==> src/design/gbts_pkg.sv <==
// ----------------------------------------------------------------------------
// Gap buffer text store package
// Shared constants, request classes and the queued request type.
// ----------------------------------------------------------------------------
package gbts_pkg;

  localparam int unsigned CAPACITY = 1024;
  localparam int unsigned ADDR_W   = $clog2(CAPACITY);
  localparam int unsigned POS_W    = 11;
  localparam int unsigned OP_W     = 3;
  localparam int unsigned CHAR_W   = 8;
  localparam int unsigned STAT_W   = 2;

  localparam logic [OP_W-1:0] OP_INSERT       = 3'd0;
  localparam logic [OP_W-1:0] OP_BACKSPACE    = 3'd1;
  localparam logic [OP_W-1:0] OP_MOVE         = 3'd2;
  localparam logic [OP_W-1:0] OP_DELETE_RANGE = 3'd3;
  localparam logic [OP_W-1:0] OP_READ         = 3'd4;

  localparam logic [STAT_W-1:0] STATUS_DONE    = 2'd0;
  localparam logic [STAT_W-1:0] STATUS_FULL    = 2'd1;
  localparam logic [STAT_W-1:0] STATUS_BAD_POS = 2'd2;

  typedef enum logic [2:0] {
    KIND_INSERT,
    KIND_BACKSPACE,
    KIND_MOVE,
    KIND_DELETE,
    KIND_READ,
    KIND_NOP
  } kind_e;

  typedef struct packed {
    kind_e             kind;
    logic [CHAR_W-1:0] char_in;
    logic [POS_W-1:0]  position;
    logic [POS_W-1:0]  end_position;
  } req_t;

endpackage

==> src/design/gbts_queue.sv <==
// ----------------------------------------------------------------------------
// Gap buffer request queue
// Two-entry queue that decouples the front end from the back end.
// ----------------------------------------------------------------------------
module gbts_queue (
  input  logic           clk_i,
  input  logic           rst_ni,
  input  logic           push_valid_i,
  output logic           push_ready_o,
  input  gbts_pkg::req_t push_req_i,
  output logic           pop_valid_o,
  input  logic           pop_i,
  output gbts_pkg::req_t pop_req_o
);

  gbts_pkg::req_t entry_q [2];
  logic           wr_ptr_q, wr_ptr_d;
  logic           rd_ptr_q, rd_ptr_d;
  logic [1:0]     count_q, count_d;
  logic           push, pop;

  assign push_ready_o = (count_q != 2'd2);
  assign pop_valid_o  = (count_q != 2'd0);
  assign pop_req_o    = entry_q[rd_ptr_q];
  assign push         = push_valid_i && push_ready_o;
  assign pop          = pop_i && pop_valid_o;

  always_comb begin
    wr_ptr_d = push ? ~wr_ptr_q : wr_ptr_q;
    rd_ptr_d = pop ? ~rd_ptr_q : rd_ptr_q;
    count_d  = count_q;
    if (push && !pop) begin
      count_d = count_q + 2'd1;
    end else if (pop && !push) begin
      count_d = count_q - 2'd1;
    end
  end

  always_ff @(posedge clk_i or negedge rst_ni) begin
    if (!rst_ni) begin
      wr_ptr_q <= 1'b0;
      rd_ptr_q <= 1'b0;
      count_q  <= 2'd0;
    end else begin
      wr_ptr_q <= wr_ptr_d;
      rd_ptr_q <= rd_ptr_d;
      count_q  <= count_d;
    end
  end

  always_ff @(posedge clk_i) begin
    if (push) begin
      entry_q[wr_ptr_q] <= push_req_i;
    end
  end

endmodule

==> config.mk <==
export PLATFORM = sky130hd
export DESIGN_NAME = gbts_queue
export DESIGN_NICKNAME = d
export VERILOG_FILES = /design/src/design/gbts_pkg.sv /design/src/design/gbts_queue.sv
export SDC_FILE = /design/constraint.sdc
export NUM_CORES = 1
export LEC_CHECK = 0
export BUFFER_PORTS_ARGS = -buffer_cell sky130_fd_sc_hd__buf_2
export CORE_ASPECT_RATIO = 1.1
export CORE_MARGIN = 2
export CORE_UTILIZATION = 45
export CTS_CLUSTER_DIAMETER = 60
export CTS_CLUSTER_SIZE = 12
export DETAILED_ROUTE_END_ITERATION = 16
export GPL_ROUTABILITY_DRIVEN = 0
export PLACE_DENSITY = 0.73
export SYNTH_ARGS = -nofsm -noshare
export SYNTH_HDL_FRONTEND = slang
export SYNTH_SLANG_ARGS = --single-unit
==> constraint.sdc <==
create_clock -name clk_i -period 2.6 [get_ports clk_i]
set_input_delay 0.13 -clock clk_i [delete_from_list [all_inputs] [get_ports clk_i]]
set_output_delay 0.13 -clock clk_i [all_outputs]
set_load 0.05 [all_outputs]
=== Yosys cells after proc, flatten, opt, wreduce, memory -nomap -nowiden ===
Memory sizes are Yosys's and may differ from the RTL's.
Cells that the tools add are included.

* Eq/ne operators: 1
* Muxes and demuxes: 4
* Bitwise logic cells: 2
* Reductions and logical operators: 8
* Add/subtract/negate cells: 2

{| class="wikitable"
|+ Operators by type and width
! cell !! count
|-
| 1-bit logical AND || 4
|-
| 2-bit 2-to-1 mux || 2
|-
| 2-bit nonzero test || 2
|-
| 2-bit by 1-bit adder with 2-bit output, second input constant || 1
|-
| 1-bit logical NOT || 2
|-
| 1-bit 2-to-1 mux || 2
|-
| 2-bit inequality test, second input constant || 1
|-
| 1-bit inverter || 2
|-
| 2-bit by 1-bit subtractor with 2-bit output, second input constant || 1
|}

* Register bits after elaboration: 4
* Logic and storage cells: 21
* Memories: 1
* Output and inout bits: 35
* Memory bits (writable): 66

{| class="wikitable"
|+ Memory list
! name !! words !! width !! read ports !! clocked after Yosys merged registers in !! wr ports !! line !! source
|-
| entry_q || 2 || 33 || 1 || 0 || 1 || gbts_queue.sv:16 || <nowiki>gbts_pkg::req_t entry_q [2];</nowiki>
|}

=== Longest topological paths before layout ===
Gate-level depths: netlist of run 1.

* Depth after elaboration: 6
* Gate-level depth with buffers: 7
* Depth with buffers taken out: 7

=== Worst setup path before layout of run 1 ===
OpenSTA, ideal clock, no wires.

* Kind: register to register
* Start point: register count_q[0]
* End point: memory entry_q[0][0] (netlist bit), enable pin
* Arrival time: 2.466 ns
* Required time: 2.177 ns
* Path slack: -0.289 ns
* Stages on the path, launching flop included: 4
* Period minus slack after synthesis: 2.889 ns
* Cell sequence: dfrtp_1 > nand2b_1 > nand2_1 > nor2_1

* Word-level cells in the longest chain between the ends: 4

{| class="wikitable"
|+ Ends and longest elaborated chain
! element !! line !! source
|-
| from (decl) || gbts_queue.sv:19 || <nowiki>logic [1:0] count_q, count_d;</nowiki>
|-
| from (signal assigned) || gbts_queue.sv:47 || <nowiki>count_q <= count_d;</nowiki>
|-
| 2-bit inequality test || gbts_queue.sv:22 || <nowiki>assign push_ready_o = (count_q != 2'd2);</nowiki>
|-
| net push_ready_o || gbts_queue.sv:9 || <nowiki>output logic push_ready_o,</nowiki>
|-
| 1-bit logical AND || gbts_queue.sv:25 || <nowiki>assign push = push_valid_i && push_ready_o;</nowiki>
|-
| 1-bit 2-to-1 mux || gbts_queue.sv:52 || <nowiki>if (push) begin</nowiki>
|-
| 1-bit 2-to-1 mux (implied by the code) || gbts_queue.sv:53 || <nowiki>entry_q[wr_ptr_q] <= push_req_i;</nowiki>
|-
| to (decl) || gbts_queue.sv:16 ||
|}

The timed path passes the listed nets, and every way through them passes these cells.

==> impl_metrics.csv, run 1 <==
group,metric,value,unit
placement,placed_cells,269,
critical_path,endpoint_kind,"primary output",
run,timing.max_cap.violations,0,
clock_network,clockBufferDepth,2,
critical_path,path_buf_inv,2,
floorplan,core-area,5810,sq um
clock_network,insertion_delay,0.34,ns
detailed_routing,drtAntennaViolNets,0,
critical_path,max_stage_delay,0.59,ns
clock_network,clock_sinks,70,
sta,fmax,528,MHz
detailed_routing,wire_per_inst,14.0,um
clock_network,h-tree-depth,3,
placement,io_buffers,71,
detailed_routing,drc,0,
logic_synthesis,synth_seq_cells,70,
floorplan,row_count,29,
grt,grt_pass1_vias,1517,
layout,instances_no_fill,317,
logic_synthesis,synth_top_area_share,72.7,%
power,finalPower,4.47,mW
critical_path,startpoint_type,"flip-flop",
sta,clock_skew,0.00605,ns
detailed_routing,m1WireLength,1800,um
sta,hold_violations,0,
grt,overflow,0,
detailed_routing,drtPass1Iterations,4,
clock_network,cts_made_buffers,9,
sta,period_share,72.9,%
grt,grt_usage,14.2,%
logic_synthesis,yosys_warnings,0,
layout,syn_to_final_growth,35.0,%
detailed_routing,dr.first_iter.drc_count,57,
sta,slew_headroom,67.4,%
logic_synthesis,synth_area_leader_cell,"edfxtp_1",
logic_synthesis,synth_area_leaders,"edfxtp_1 73%, mux2_4 16%, dfrtp_1 3.7%",
status,status,"complete, no violations",
critical_path,crit_arrival,1.76,ns
power,ir_drop,0.000825,V
critical_path,crit_type,"reg2out",
logic_synthesis,syn_inst,121,
detailed_routing,viasPerCell,4.57,
floorplan,die_y,85.7,um
floorplan,start_util,47.0,%
critical_path,cpMaxStageDelayCell,"dfrtp_2",
logic_synthesis,syn-num-nets,159,
sta,rsz0062_at_grt,"false",
detailed_routing,vias,1448,
grt,grt_antenna_before_repair,0,
critical_path,required,2.47,ns
logic_synthesis,synth_area_per_cell,22.5,sq um
hold_path,hp-class,"in2reg",
logic_synthesis,synth_area,2730,sq um
detailed_routing,routed_wl,4430,um
layout,antenna_cells,0,
grt,grt_pass1_wl,6930,um
detailed_routing,met2_length,2190,um
detailed_routing,wl_met3,319,um
sta,fin_tns_setup,0,ns
logic_synthesis,synth_cell_type_count,15,
sta,fin_crit,1.89,ns
floorplan,dieArea,6700,sq um
floorplan,die_w,78.2,um
sta,drv_slew,0,
sta,report.final.setup_viol,0,
layout,fin_nets,275,
clock_network,cts-root-buf,"clkbuf_8",
detailed_routing,dr.max_layer_used,"met4",
clock_network,clkTransAtPathRegs,0.06,ns
sta,worstMarginPinSlew,0.488,ns
layout,post-route-util,63.4,%
grt,grt_start_max_net_pins,25,
clock_network,cts_tree,"yes",
floorplan,ios,72,
critical_path,path_delay_family,"flip-flops",
critical_path,cp_cell_sequence,"buf_12 > mux2_2 > buf_2",
layout,layout-drive-gt1-share,50.0,%
placement,dpl.hpwl,2760,um
critical_path,cp_max_fo,24,
power,p_per_area,1220,nW/um^2
power,leakage,1.50,nW
logic_synthesis,ys_seq_area_share,76.3,%
==> sequential cells by signal, summed over array words and instances (netlist names) <==
| register | flops |
|---|---|
| count_q | 2 |
| entry_q | 66 |
| rd_ptr_q | 1 |
| wr_ptr_q | 1 |
==> cells in the final DEF (no fill, tap or decap) <==
master and count:
buf_2 71, edfxtp_1 66, dlygate4sd3_1 34, mux2_4 29, clkbuf_8 9, mux2_2 4, xnor2_1 3, dfrtp_1 3
nand2_1 2, xor2_1 2, clkinv_1 2, clkbuf_1 2, buf_12 2, buf_4 2, nand2b_1 1, inv_1 1
or2_1 1, and3_1 1, nor2_4 1, nor2_1 1, ha_1 1, bufinv_16 1, dfrtp_2 1
==> metal layers <==
metal  vias to the layer above  track usage (%)
met5                         -                0
met4                         0             9.09
met3                        13             4.42
met2                        60             23.7
met1                       679             15.8
li1                        696                -
==> path summary, 6_finish.rpt <==
kind | slack [ns] | cells after the start | startpoint | endpoint
max | 0.71 | 3 | rd_ptr_q | pop_req_o[30]
min | 0.09 | 3 | pop_i | rd_ptr_q
max reg2reg | 0.97 | 4 | count_q[0] | entry_q[0][6]
min reg2reg | 0.49 | 1 | count_q[1] | count_q[1]
max in group asynchronous | 2.34 | 2 | rst_ni | rd_ptr_q
min in group asynchronous | 0.13 | 2 | rst_ni | rd_ptr_q
==> Yosys cell counts, drive strengths merged <==
master / n
and3: 1
buf: 4
dfrtp: 4
edfxtp: 66
ha: 1
inv: 1
mux2: 33
nand2: 2
nand2b: 1
nor2: 2
or2: 1
xnor2: 3
xor2: 2
==> cell families after synthesis <==
kind of cell	share of synthesized area, %
XOR/XNOR	1.61
buffers and inverters	2.75
adder cells (fa/ha/maj)	0.459
multiplexers	17.6
flip-flops	76.3
AND/OR/NAND/NOR	1.24
==> per-stage QoR <==
stage               setup WS [ns]  hold slack [ns]  cell area, sq um
finish                      0.705           0.0852              3680
global route                0.624           0.0910              3680
CTS                         0.667           0.0781              3680
detailed placement          0.942          -0.0543              3170
global placement            0.990          -0.0556              3170
floorplan                   0.247           -0.166              2730
==> worst register-to-register path, delay by kind of cell, from the launching register on <==
kind,cells,cell delay (ns)
buf+inv,1,0.23
simple gates,3,0.71
flops,1,0.40
==> layout make-up <==
type,instances,area (sq um)
timing repair buffer,109,751
clock inverter,3,37.5
inverter,1,3.75
multi-input combinational,46,578
sequential,70,2080
fill,432,2120
clock buffer,11,131
tap,77,96.3
==> power breakdown <==
group	internal [mW]	switching, mW	leakage, nW	total (mW)
registers	1.55	0.123	0.659	1.67
logic	0.702	1.33	0.753	2.03
clock network	0.426	0.344	0.0843	0.770
total	2.68	1.80	1.50	4.47
==> timing repair <==
item	4_1_cts	5_1_grt
hold buffers	34	0
resized for setup	0	0
hold endpoints to repair	70	0
setup buffers	0	0
setup endpoints to repair	0	0
Power figures use the tool's default switching activity.
==> inputs of run 2 (changes only) <==
- ABC_AREA: unset -> 1
- clock period: 2.6 -> 1.5 ns (I/O delays scaled with it)
==> run 2 against run 1 <==
- setup slack got worse by 0.65 ns
- non-clock buffer count is 2 higher
- die area is 0.83% lower
- sequential share of layout area shrank 2.2 points
- sequential power grew 71%
- area after synthesis decreased by 0.87%
- largest cell class unchanged
- clock power grew 110%
- clock-buffer cell count decreased by 2
- synthesized cell count rose by 66%
- global-route usage grew 2.8 points
- combinational power up 110%
==> impl_metrics.csv, run 2 <==
group,metric,value,unit
sta,fin_crit,1.44,ns
logic_synthesis,synth_area,2700,sq um
critical_path,endpoint_kind,"flip-flop",
sta,setup_ws,0.0564,ns
clock_network,cts_tree,"yes",
logic_synthesis,synth_area_leaders,"edfxtp_1 73%, nand2_1 13%, dfrtp_1 3.7%",
layout,regArea,2080,sq um
logic_synthesis,synth_area_per_cell,13.5,sq um
grt,grt_start_max_net_pins,35,
critical_path,r2r_slack,0.06,ns
grt,overflow,0,
layout,instances_no_fill,398,
floorplan,row_count,29,
placement,dpl.hpwl,2920,um
placement,io_buffers,71,
placement,dp_slack,0.0733,ns
layout,reg_top3,"entry_q: 66 flops, count_q: 2 flops",
sta,fmax,693,MHz
hold_path,hold_path_depth,3,
layout,layout_common_cells,"95 x nand2_1, 66 x edfxtp_1, 38 x buf_2",
clock_network,cts_made_buffers,9,
logic_synthesis,synth_top_area_share,73.3,%
clock_network,cts-root-buf,"clkbuf_8",
layout,layout-drive-gt1-share,35.2,%
critical_path,crit_arrival,1.67,ns
power,p_per_area,2260,nW/um^2
critical_path,required,1.73,ns
layout,syn_to_final_growth,41.7,%
critical_path,timing.rr.end,"count_q[1]",
grt,grt_use_met3,4.68,%
grt,busiest_layer,"met2",
status,status,"complete, no violations",
power,ir_drop,0.00158,V
detailed_routing,wire_per_inst,13.2,um
sta,drv_slew,0,
critical_path,cpMaxStageDelayCell,"dfrtp_1",
critical_path,r2r_cells,9,
detailed_routing,drtPass1Iterations,4,
placement,placed_cells,347,
layout,antenna_cells,0,
critical_path,cp_cell_sequence,"inv_2 > nand2_8 > nand2_8 > inv_1 > ha_1 > inv_1 > nand3_1 > nand2_1 > nand2_1",
logic_synthesis,synth_edf_count,66,
critical_path,max_stage_delay,0.39,ns
logic_synthesis,syn-num-nets,239,
logic_synthesis,yosys_warnings,0,
grt,grt_pass1_wl,8400,um
layout,final_common_cell,"nand2_1",
critical_path,path_delay_family,"flip-flops",
grt,grt_pass1_vias,1895,
hold_path,hp-class,"in2reg",
critical_path,startpoint_type,"flip-flop",
detailed_routing,dr.first_iter.drc_count,74,
sta,clock_skew,0.00473,ns
clock_network,clock_sinks,70,
layout,top_register,"entry_q",
clock_network,insertion_delay,0.33,ns
detailed_routing,drc,0,
clock_network,clockBufferDepth,2,
sta,fin_tns_setup,0,ns
logic_synthesis,synth_seq_cells,70,
logic_synthesis,synth_most_common_cell,"nand2_1",
critical_path,setup.worst_path.start,"count_q[0]",
grt,met2_usage,29.7,%
floorplan,die_y,85.3,um
critical_path,r2r-start,"count_q[0]",
critical_path,cp_max_fo,4,
sta,period_share,96.2,%
sta,slew_headroom,83.0,%
clock_network,h-tree-depth,3,
run,timing.max_cap.violations,0,
clock_network,clkTransAtPathRegs,0.07,ns
sta,rsz0062_at_grt,"true",
floorplan,ios,72,
floorplan,dieArea,6650,sq um
layout,n_fill_cell,412,
logic_synthesis,ys_seq_area_share,77.0,%
logic_synthesis,syn_inst,201,
logic_synthesis,synthArstFlopShare,5.71,%
sta,worstMarginPinSlew,0.257,ns
detailed_routing,drtAntennaViolNets,0,
floorplan,core-area,5810,sq um
layout,largest_reg_flops,66,
sta,hold_violations,0,
detailed_routing,routed_wl,5270,um
hold_path,min_to,"rd_ptr_q",
layout,multi_input_area,541,sq um
power,leakage,1.64,nW
grt,grt_antenna_before_repair,0,
detailed_routing,vias,1839,
floorplan,die_w,77.9,um
logic_synthesis,synth_cell_type_count,17,
critical_path,path_buf_inv,3,
logic_synthesis,synth_common_cells,"95 x nand2_1, 66 x edfxtp_1, 12 x nand2_2",
grt,grt_usage,17.0,%
detailed_routing,viasPerCell,4.62,
hold_path,worstHoldStart,"pop_i",
floorplan,start_util,46.6,%
grt,grt_util_met1,18.2,%
logic_synthesis,synth_area_leader_cell,"edfxtp_1",
sta,report.final.setup_viol,0,
critical_path,crit_type,"reg2reg",
layout,fin_nets,354,
logic_synthesis,ys.flop_type,"edfxtp_1",
## run 2: final cells by class
cell class | count | share of cell area (%)
inverters | 7 | 1.01
repair buffers | 111 | 22.4
flip-flops and latches | 70 | 54.4
well taps | 77 | 2.51
clock inverters | 7 | 2.32
clock buffers | 9 | 3.23
multi-input cells | 117 | 14.1
## run 2: per-layer routing
| layer | part of all wire [%] | vias to the layer above |
|---|---|---|
| met1 | 38 | 857 |
| met2 | 53 | 69 |
| met4 | 2.7 | 0 |
| met5 | 0 | - |
| met3 | 5.9 | 16 |
| li1 | - | 897 |
## run 2: metrics by stage
stage	total power, mW	hold slack, ns	instance area [sq um]	utilization (%)
CTS	8.43	0.00256	3740	64.4
finish	8.66	0.0306	3830	66.0
floorplan	5.94	-0.221	2740	-
global route	9.09	0.0304	3830	66.0
global placement	6.65	-0.110	3170	54.6
detailed placement	6.71	-0.112	3170	54.6
## run 2: cells by family (layout without fill, tap and decap cells)
group,after synthesis,after routing,share of synthesized area (%)
xor+xnor,2,2,0.648
fa+ha+maj,1,1,0.463
buf+inv,14,134,4.21
flops,70,70,77.0
simple gates,114,114,17.7
## run 2: worst max path at each step
stage,slack [ns],end,cells past startpoint
2_1_floorplan,-0.09,entry_q[0][0],4
4_1_cts,-0.04,pop_req_o[24],4
3_5_place_dp,0.07,count_q[1],9
3_3_place_gp,0.12,count_q[1],9
6_report,0.06,count_q[1],9
5_1_grt,-0.04,pop_req_o[10],4
## run 2: worst register-to-register path, delay by kind of cell, from the launching register on
| family | cells | cell delay (ns) |
|---|---|---|
| flops | 1 | 0.39 |
| simple gates | 5 | 0.35 |
| fa+ha+maj | 1 | 0.32 |
| buf+inv | 3 | 0.27 |
## run 2: repair_timing
| item | CTS | global route |
|---|---|---|
| endpoints found under the setup margin | 33 | 33 |
| buffers inserted | 0 | 1 |
| gates resized for setup | 7 | 49 |
| hold endpoints to repair | 70 | 0 |
| hold buffers | 34 | 0 |
## run 2: where the power goes
part           internal (mW)  leakage [nW]  switching (mW)
logic                   1.19         0.875            3.02
registers               2.68         0.659           0.182
clock network          0.923         0.103           0.660
total                   4.80          1.64            3.86
==> inputs of run 3 (changes only) <==
- PLACE_DENSITY: 0.73 -> 0.81
==> run 3 against run 2 <==
- the flow now finishes with violations (negative setup slack)
- clock-buffer cell count grew 1
- combinational power grew 26%
- via count is the same
- global-route usage shrank 0.076 points
- sequential power grew 1%
- cell count grew 2.5%
- sequential cell count is the same
- core utilization grew 5.6 points
- cell area grew 8.6%
- routed wire length grew 10%
- sequential share of layout area shrank 4.2 points
- largest power group unchanged
==> impl_metrics.csv, run 3 (synthesized netlist as in run 2, its figures left out) <==
group,metric,value,unit
clock_network,insertion_delay,0.34,ns
detailed_routing,viasPerCell,4.51,
detailed_routing,vias,1839,
detailed_routing,drc,0,
critical_path,startpoint_type,"flip-flop",
critical_path,cp_max_fo,8,
critical_path,required,1.42,ns
layout,final_common_cell,"nand2_1",
clock_network,cts-root-buf,"clkbuf_8",
layout,antenna_cells,0,
placement,dpl.hpwl,3110,um
critical_path,endpoint_kind,"primary output",
floorplan,die_w,77.9,um
placement,io_buffers,71,
sta,fmax,657,MHz
sta,clock_skew,0.00551,ns
grt,grt_pass1_vias,1809,
layout,layout_common_cells,"74 x nand2_1, 66 x edfxtp_1, 38 x buf_2",
critical_path,crit_type,"reg2out",
clock_network,clockBufferDepth,2,
sta,worstMarginPinSlew,0.251,ns
layout,top_register,"entry_q",
grt,grt_pass1_wl,8230,um
grt,grt_usage,16.9,%
sta,slew_headroom,83.4,%
detailed_routing,drtPass1Iterations,4,
sta,fin_tns_setup,-0.212,ns
layout,n_fill_cell,382,
clock_network,cts_tree,"yes",
power,leakage,1.75,nW
sta,period_share,102,%
layout,largest_reg_flops,66,
grt,grt_start_max_net_pins,19,
floorplan,row_count,29,
layout,fin_nets,365,
clock_network,cts_made_buffers,9,
floorplan,die_y,85.3,um
detailed_routing,routed_wl,5800,um
status,violations,"negative setup slack",
sta,setup_ws,-0.0230,ns
run,timing.max_cap.violations,0,
clock_network,h-tree-depth,3,
floorplan,core-area,5810,sq um
layout,layout-drive-gt1-share,43.5,%
placement,dp_slack,0.0629,ns
power,ir_drop,0.00154,V
power,p_per_area,2260,nW/um^2
floorplan,dieArea,6650,sq um
detailed_routing,drtAntennaViolNets,0,
critical_path,crit_arrival,1.45,ns
critical_path,r2r_slack,0.13,ns
sta,drv_slew,0,
grt,overflow,0,
sta,hold_violations,0,
sta,rsz0062_at_grt,"true",
sta,holdWs,0.0484,ns
floorplan,ios,72,
detailed_routing,dr.first_iter.drc_count,69,
sta,report.final.setup_viol,18,
layout,syn_to_final_growth,53.9,%
grt,grt_antenna_before_repair,0,
sta,fin_crit,1.52,ns
floorplan,start_util,46.6,%
clock_network,clock_sinks,70,
status,status,"complete, but fails checks",
layout,reg_top3,"entry_q: 66 flops, count_q: 2 flops",
hold_path,hp-class,"in2reg",
detailed_routing,wire_per_inst,14.2,um
clock_network,clkTransAtPathRegs,0.07,ns
## run 3: path summary, 6_finish.rpt
check	start	cells after the start	endpoint
hold reg to reg	count_q[0]	1	count_q[0]
setup reg to reg	count_q[0]	9	count_q[1]
hold / removal	push_valid_i	3	wr_ptr_q
max in group asynchronous	rst_ni	2	rd_ptr_q
min in group asynchronous	rst_ni	2	count_q[1]
setup / recovery	rd_ptr_q	5	pop_req_o[2]
## run 3: worst max-delay path: stages, from the launching register on
cell and delay [ns]:
dfrtp_4 0.54, buf_12 0.18, inv_8 0.09, nand2_2 0.05, nand2_1 0.08, buf_6 0.16
## run 3: what timing repair did
| item | in CTS | in global routing |
|---|---|---|
| endpoints found under the hold margin | 71 | 0 |
| pin swaps | 0 | 5 |
| hold buffers | 35 | 0 |
| gates cloned | 1 | 3 |
| gates resized for setup | 26 | 95 |
| setup endpoints to repair | 33 | 34 |
| setup buffers | 1 | 4 |
## run 3: stage by stage
stage                     power, mW  std cells  util (%)  area (sq um)
final                          9.42        408      71.7          4160
after detailed placement       6.80        349      55.3          3210
after global routing           9.86        408      71.7          4160
after floorplan                5.94        201         -          2740
after global placement         6.74        349      55.3          3210
after CTS                      8.37        401      65.4          3800
## run 3: power by group
part	total (mW)	internal (mW)	leakage [nW]	switching [mW]
Clock	1.23	0.578	0.0817	0.647
Combinational	5.30	1.93	1.01	3.37
Sequential	2.90	2.69	0.659	0.207
## run 3: area by class of cell
type                            instances  area, sq um  area share [%]
Sequential cell                        70         2090            50.2
Timing Repair Buffer                  119         1140            27.4
Multi-Input combinational cell        117          606            14.6
Clock buffer                           10          128            3.07
Tap cell                               77         96.3            2.32
Inverter                                7         38.8           0.932
Timing Repair inverter                  3         36.3           0.872
Clock inverter                          5         27.5           0.662
## run 3: layer usage
| metal | part of all wire [%] | GRT usage [%] | vias up | routed length, um |
|---|---|---|---|---|
| li1 | - | - | 923 | - |
| met1 | 40 | 17.3 | 862 | 2300 |
| met2 | 55 | 31.0 | 49 | 3170 |
| met3 | 4.8 | 6.49 | 5 | 276 |
| met4 | 0.79 | 6.70 | 0 | 46 |
| met5 | 0 | 0 | - | 0 |
